--- src/sv/qte_pkg.sv ---
package qte_pkg;

   localparam int QW         = 32;  // quaternion component width
   localparam int PW         = 64;  // product / operand width (Q60 products, Q56 operands)
   localparam int CW         = 66;  // CORDIC x/y datapath width
   localparam int ANGW       = 34;  // Q30 radian angle width
   localparam int S30W       = 32;  // pitch sine in Q30
   localparam int RADW       = 61;  // sqrt radicand width
   localparam int ROOTW      = 31;  // sqrt root width
   localparam int REMW       = 63;  // sqrt remainder / trial width
   localparam int SCALEW     = 14;
   localparam int PRODW      = ANGW + SCALEW;
   localparam int VW         = PRODW - 29;
   localparam int ROLLW      = 16;
   localparam int PITCHW     = 15;
   localparam int QUEUE_DEPTH = 2;
   localparam int CORDIC_STEPS_DEF = 16;

   localparam logic signed [PW-1:0]     ONE_Q56    = 64'sh0100_0000_0000_0000;
   localparam logic signed [PW-1:0]     ONE_Q60    = 64'sh1000_0000_0000_0000;
   localparam logic signed [ANGW-1:0]   HALF_PI    = ANGW'(1686629713);
   localparam logic signed [SCALEW-1:0] DEG_SCALE  = 14'sd5730;
   localparam logic signed [PRODW:0]    ROUND_HALF = (PRODW+1)'(64'd536870912);
   localparam logic signed [15:0]       ROLL_LIM   = 16'sd18002;
   localparam logic signed [15:0]       PITCH_LIM  = 16'sd9001;

   typedef struct packed {
      logic signed [PW-1:0]   roll_y;
      logic signed [PW-1:0]   roll_x;
      logic signed [PW-1:0]   yaw_y;
      logic signed [PW-1:0]   yaw_x;
      logic signed [S30W-1:0] s30;
   } opnd_type;

   function automatic logic signed [ANGW-1:0] atan_q30(input int idx);
      logic [31:0] t;
      case (idx)
         0: t = 32'h3243F6A8;
         1: t = 32'h1DAC6705;
         2: t = 32'h0FADBAFC;
         3: t = 32'h07F56EA6;
         4: t = 32'h03FEAB76;
         5: t = 32'h01FFD55B;
         6: t = 32'h00FFFAAA;
         7: t = 32'h007FFF55;
         8: t = 32'h003FFFEA;
         9: t = 32'h001FFFFD;
         10: t = 32'h000FFFFF;
         11: t = 32'h0007FFFF;
         12: t = 32'h0003FFFF;
         13: t = 32'h0001FFFF;
         14: t = 32'h0000FFFF;
         15: t = 32'h00007FFF;
         16: t = 32'h00003FFF;
         17: t = 32'h00001FFF;
         18: t = 32'h00000FFF;
         19: t = 32'h000007FF;
         20: t = 32'h000003FF;
         21: t = 32'h000001FF;
         22: t = 32'h000000FF;
         23: t = 32'h0000007F;
         24: t = 32'h0000003F;
         25: t = 32'h0000001F;
         26: t = 32'h0000000F;
         27: t = 32'h00000007;
         28: t = 32'h00000003;
         29: t = 32'h00000001;
         default: t = 32'h00000000;
      endcase
      atan_q30 = $signed(ANGW'(t));
   endfunction

   function automatic logic signed [PW-1:0] smul32(input logic signed [QW-1:0] a,
                                                  input logic signed [QW-1:0] b);
      smul32 = a * b;
   endfunction

   // round half up to hundredths of a degree, then saturate
   function automatic logic signed [15:0] to_units(input logic signed [PRODW-1:0] prod,
                                                   input logic signed [15:0] lim);
      logic signed [PRODW:0] sum;
      logic signed [VW-1:0]  v;
      sum = (PRODW+1)'(prod) + ROUND_HALF;
      v = $signed(sum[PRODW:30]);
      if (v > VW'(lim)) begin
         to_units = lim;
      end else if (v < -VW'(lim)) begin
         to_units = -lim;
      end else begin
         to_units = v[15:0];
      end
   endfunction

endpackage

--- src/sv/qte_queue.sv ---
module qte_queue (
   input  logic              clock,
   input  logic              reset,
   input  logic              push,
   input  qte_pkg::opnd_type push_data,
   output logic              full,
   output logic              pop,
   output qte_pkg::opnd_type pop_data
);

   localparam int DEPTH = qte_pkg::QUEUE_DEPTH;
   localparam int PTRW  = (DEPTH > 1) ? $clog2(DEPTH) : 1;
   localparam int CNTW  = $clog2(DEPTH + 1);

   qte_pkg::opnd_type mem_ff [DEPTH];
   logic [PTRW-1:0]   wr_ptr_ff, wr_ptr_in, rd_ptr_ff, rd_ptr_in;
   logic [CNTW-1:0]   count_ff, count_in;

   assign pop      = (count_ff != '0);
   assign full     = (count_ff == CNTW'(DEPTH));
   assign pop_data = mem_ff[rd_ptr_ff];

   always_comb begin
      wr_ptr_in = wr_ptr_ff;
      rd_ptr_in = rd_ptr_ff;
      count_in  = count_ff;
      if (push) begin
         wr_ptr_in = (wr_ptr_ff == PTRW'(DEPTH - 1)) ? '0 : wr_ptr_ff + 1'b1;
      end
      if (pop) begin
         rd_ptr_in = (rd_ptr_ff == PTRW'(DEPTH - 1)) ? '0 : rd_ptr_ff + 1'b1;
      end
      if (push && !pop) begin
         count_in = count_ff + 1'b1;
      end else if (pop && !push) begin
         count_in = count_ff - 1'b1;
      end
   end

   always_ff @(posedge clock) begin
      if (reset) begin
         wr_ptr_ff <= '0;
         rd_ptr_ff <= '0;
         count_ff  <= '0;
      end else begin
         wr_ptr_ff <= wr_ptr_in;
         rd_ptr_ff <= rd_ptr_in;
         count_ff  <= count_in;
      end
   end

   always_ff @(posedge clock) begin
      if (push) begin
         mem_ff[wr_ptr_ff] <= push_data;
      end
   end

   // the back end drains every cycle, so the queue never holds more than one
   assert property (@(posedge clock) disable iff (reset) count_ff <= CNTW'(1))
      else $error("queue holds more than one transaction");
   assert property (@(posedge clock) disable iff (reset) push |=> count_ff != '0)
      else $error("pushed transaction not visible");

endmodule

--- config.mk ---
export PLATFORM = sky130hd
export DESIGN_NAME = qte_queue
export DESIGN_NICKNAME = d
export VERILOG_FILES = /design/src/sv/qte_pkg.sv /design/src/sv/qte_queue.sv
export SDC_FILE = /design/constraint.sdc
export NUM_CORES = 1
export LEC_CHECK = 0
export ABC_CLOCK_PERIOD_IN_PS = 49000
export BUFFER_PORTS_ARGS = -buffer_cell sky130_fd_sc_hd__buf_2
export CORE_ASPECT_RATIO = 1.2
export CORE_MARGIN = 8
export CORE_UTILIZATION = 49
export DETAILED_ROUTE_END_ITERATION = 6
export PLACE_DENSITY = 0.75
export REMOVE_ABC_BUFFERS = 1
export SKIP_CTS_REPAIR_TIMING = 1
export SYNTH_ARGS = -nofsm -noshare
export SYNTH_HDL_FRONTEND = slang
export SYNTH_SLANG_ARGS = --single-unit
--- constraint.sdc ---
create_clock -name clock -period 49 [get_ports clock]
set_input_delay 14.7 -clock clock [delete_from_list [all_inputs] [get_ports clock]]
set_output_delay 14.7 -clock clock [all_outputs]
set_load 0.03 [all_outputs]
Word level (Yosys, flattened, before mapping)
Memories as Yosys holds them, arrays and structs flattened. A register that Yosys moved wholly into a read port is not among the register bits. Index checks and enable logic that the tools add are counted.

$add $sub $neg: 4. Equality and inequality tests: 1. Muxes and demuxes: 8. Reduce and logical (&&, ||, !) cells: 6.

Operator list (count): 1-bit two-way mux (6); 2-bit two-way mux (2); 2-bit nonzero test (2); 1-bit adder (second input constant) (2); 2-bit by 1-bit adder with 2-bit output (second input constant) (1); 2-bit equality test (second input constant) (1); 1-bit logical AND (2); 1-bit logical NOT (2); 2-bit by 1-bit subtractor with 2-bit output (second input constant) (1).

Flip-flop bits (word level): 4. Memory bits (writable): 576. Input port bits: 291. Output and inout port bits: 290. Memories: 1.

Memories: mem_ff (depth 2, width 288, read ports 1, clocked after Yosys merged registers in 1, wr ports 1, RTL line qte_queue.sv:15) `qte_pkg::opnd_type mem_ff [DEPTH];`.

Logic depth before layout (Yosys ltp)
Depth after elaboration: 4. Gate-level depth with buffers: 5. Gate-level depth less buffers: 5.

Worst setup path before layout
OpenSTA, ideal clock, no wires.

Path type: in2reg. Start: in push. End: mem mem_ff[0][0] (netlist name) (enable). Arrival time: 27.082 ns. Required time: 48.023 ns. Path slack: 20.940 ns. Stages on the path: 1. Cell sequence: nor2b_1.

Word-level cells in the longest chain between the ends: 2.

Ends and longest elaborated chain: start: declaration (RTL line qte_queue.sv:4) `input logic push,`; 1-bit two-way mux (RTL line qte_queue.sv:53) `if (push) begin`; 1-bit two-way mux (implied by the code) (RTL line qte_queue.sv:54) `mem_ff[wr_ptr_ff] <= push_data;`; end: declaration (RTL line qte_queue.sv:15).

No other way between the ends.

==> impl_metrics.yaml <==
grt:
  grt_usage_pct: 18.7
  grt_max_degree: 140
  grt_pass1_vias: 11700
  antenna_found_initial: 13
  grt_pass1_wl_um: 73000
  grt-ovfl-total: 0
floorplanning:
  rows: 84
  die_h_um: 247
  num_io_pins: 581
  dieArea_um2: 51600
  core_area_um2: 43900
  die_x_um: 209
  start_util_pct: 49.7
timing:
  finalMaxSlewViolations: 0
  setup_viol: 0
  min_period_over_period_pct: 37.8
  fmax_mhz: 54.1
  slew_headroom_pct: 20.6
  hold_viol: 0
  period_needed_ns: 18.50
  fin_skew_ns: 0.0146
  worstMarginPinSlew_ns: 1.19
  finalSetupTns_ns: 0
  fin_ws_ns: 30.50
  rsz0062_at_grt: "false"
worst_hold_path:
  min_path_type: "reg -> reg"
outcome:
  status: "finished clean"
place:
  io_buffers: 580
  gp_congestion: 0.831
  dp_hpwl_um: 36400
  place_area_um2: 25200
  pre_cts_ws_ns: 31.10
yosys:
  yosys.area_share.xor_xnor_pct: 0.161
  yosys.area_share.adder_pct: 0.0573
  synth_cell_types: 16
  syn_inst: 918
  synth_top_area_share_pct: 79.3
  synth_top_family_by_area: "multiplexers"
  syn_area_um2: 21800
  synth-compound-area-share_pct: 0.0459
  synth_seq_area_share_pct: 79.7
  synth_area_leaders: "edfxtp_1 79%, mux2_4 14%, mux2_2 4.5%"
  ys_ff_latch: 581
  muxShareOfSynthArea_pct: 18.3
  syn_avg_cell_area_um2: 23.8
  yosys_warnings: 0
  yosys.area_share.simple_pct: 0.201
  yosys.area.top_type: "edfxtp_1"
setup_path:
  criticalPathCategory: "reg -> out"
  worst-path-max-fanout: 58
  cp.arrival_ns: 3.80
  cp-end-kind: "output pin"
  cp-start-kind: "flop"
  worstPathRequired_ns: 34.30
flow_run:
  drv_cap: 0
clocking:
  cts_tree: "yes"
  clock-sinks: 581
  clock_path_buffers: 3
  clk_pin_slew_worst_paths_ns: 0.06
  htreeDepth: 2
  clk_latency_ns: 0.59
  root_buffer: "clkbuf_16"
  numCtsBuffers: 55
cells_and_area:
  fin_area_um2: 26900
  final_cell_mix: "580 x buf_2, 576 x edfxtp_1, 200 x mux2_4"
  regArea_um2: 17400
  fin_nets: 1826
  multiInputGateArea_um2: 4110
  drive_above_1_share_pct: 60.6
  final_common_cell: "buf_2"
  area_growth_pct: 23.1
  fillers: 3163
routing:
  drcViolationCount: 0
  ant_nets: 0
  first_pass_iters: 4
  viasPerCell: 5.11
  drt_iter0_drc: 578
  num_vias: 11000
  wl_um: 50500
  drt-wirelength-per-cell_um: 23.5
power:
  power_uw: 1440
  irDropWorstVdd_mv: 0.0551
  powerDensity_nw_per_um2: 53.8
  p_leak_uw: 0.0105
## worst max-delay path, cell delays in order (launching register included)
cell and delay [ns]:
dfxtp_4 0.71, buf_4 0.87, buf_4 0.87, mux2_2 0.43, buf_2 0.18
## cells by family (layout without fill, tap and decap cells)
group | count (synthesis) | after routing
AO/OA/AOI/OAI | 2 | 2
XOR/XNOR | 4 | 4
adder cells (fa/ha/maj) | 1 | 1
buffers and inverters | 33 | 693
flip-flops | 581 | 581
multiplexers | 288 | 288
other | 0 | 11
AND/OR/NAND/NOR | 9 | 9
## power by group
part	switching [uW]	internal (uW)	leakage [uW]
logic	282	181	0.00421
clock network	171	213	0.000801
registers	14.3	583	0.00545
total	468	977	0.0105
## routing by layer
metal	share of wire (%)	vias to the layer above	global-route usage (%)	wire (um)
li1	-	4911	-	-
met4	3.7	6	7.82	1890
met3	7.9	98	6.16	3990
met1	36	5494	20.3	18100
met5	0.067	-	0	34
met2	53	457	33.4	26500
## stage by stage
stage,cells,utilization [%],hold WS [ns]
floorplan,886,-,0.461
global route,2146,61.1,0.534
finish,2148,61.2,0.499
global placement,2036,57.4,0.477
detailed placement,2036,57.4,0.492
CTS,2137,61.1,0.503
## state kept, by name (all words and copies together), names as in the netlist, named ones only
name       count
count_ff       2
mem_ff       576
rd_ptr_ff      1
wr_ptr_ff      1
## worst paths after layout
path,from,depth (start not counted),endpoint,slack (ns)
min,count_ff[1],2,count_ff[1],0.50
max reg2reg,wr_ptr_ff,3,mem_ff[0][276],45.73
max,flop,4,pop_data[276],30.50
min reg2reg,count_ff[1],2,count_ff[1],0.50
## cells in the mapped netlist
master	count
buf_6	26
and2_1	1
or3_1	1
buf_2	6
a21oi_1	1
o21ai_0	1
mux2_2	88
ha_1	1
mux2_4	200
xor2_1	3
nor2b_1	2
xnor2_1	1
edfxtp_1	576
dfxtp_1	5
nor2_1	5
inv_1	1
## layout make-up
class	count	area share (%)
diodes	11	0.102
clock buffers	74	5.55
clock inverters	27	0.522
inverters	1	0.0140
multi-input cells	304	15.3
flip-flops and latches	581	64.8
well taps	559	2.60
repair buffers	591	11.2
Power figures use the tool's default switching activity.
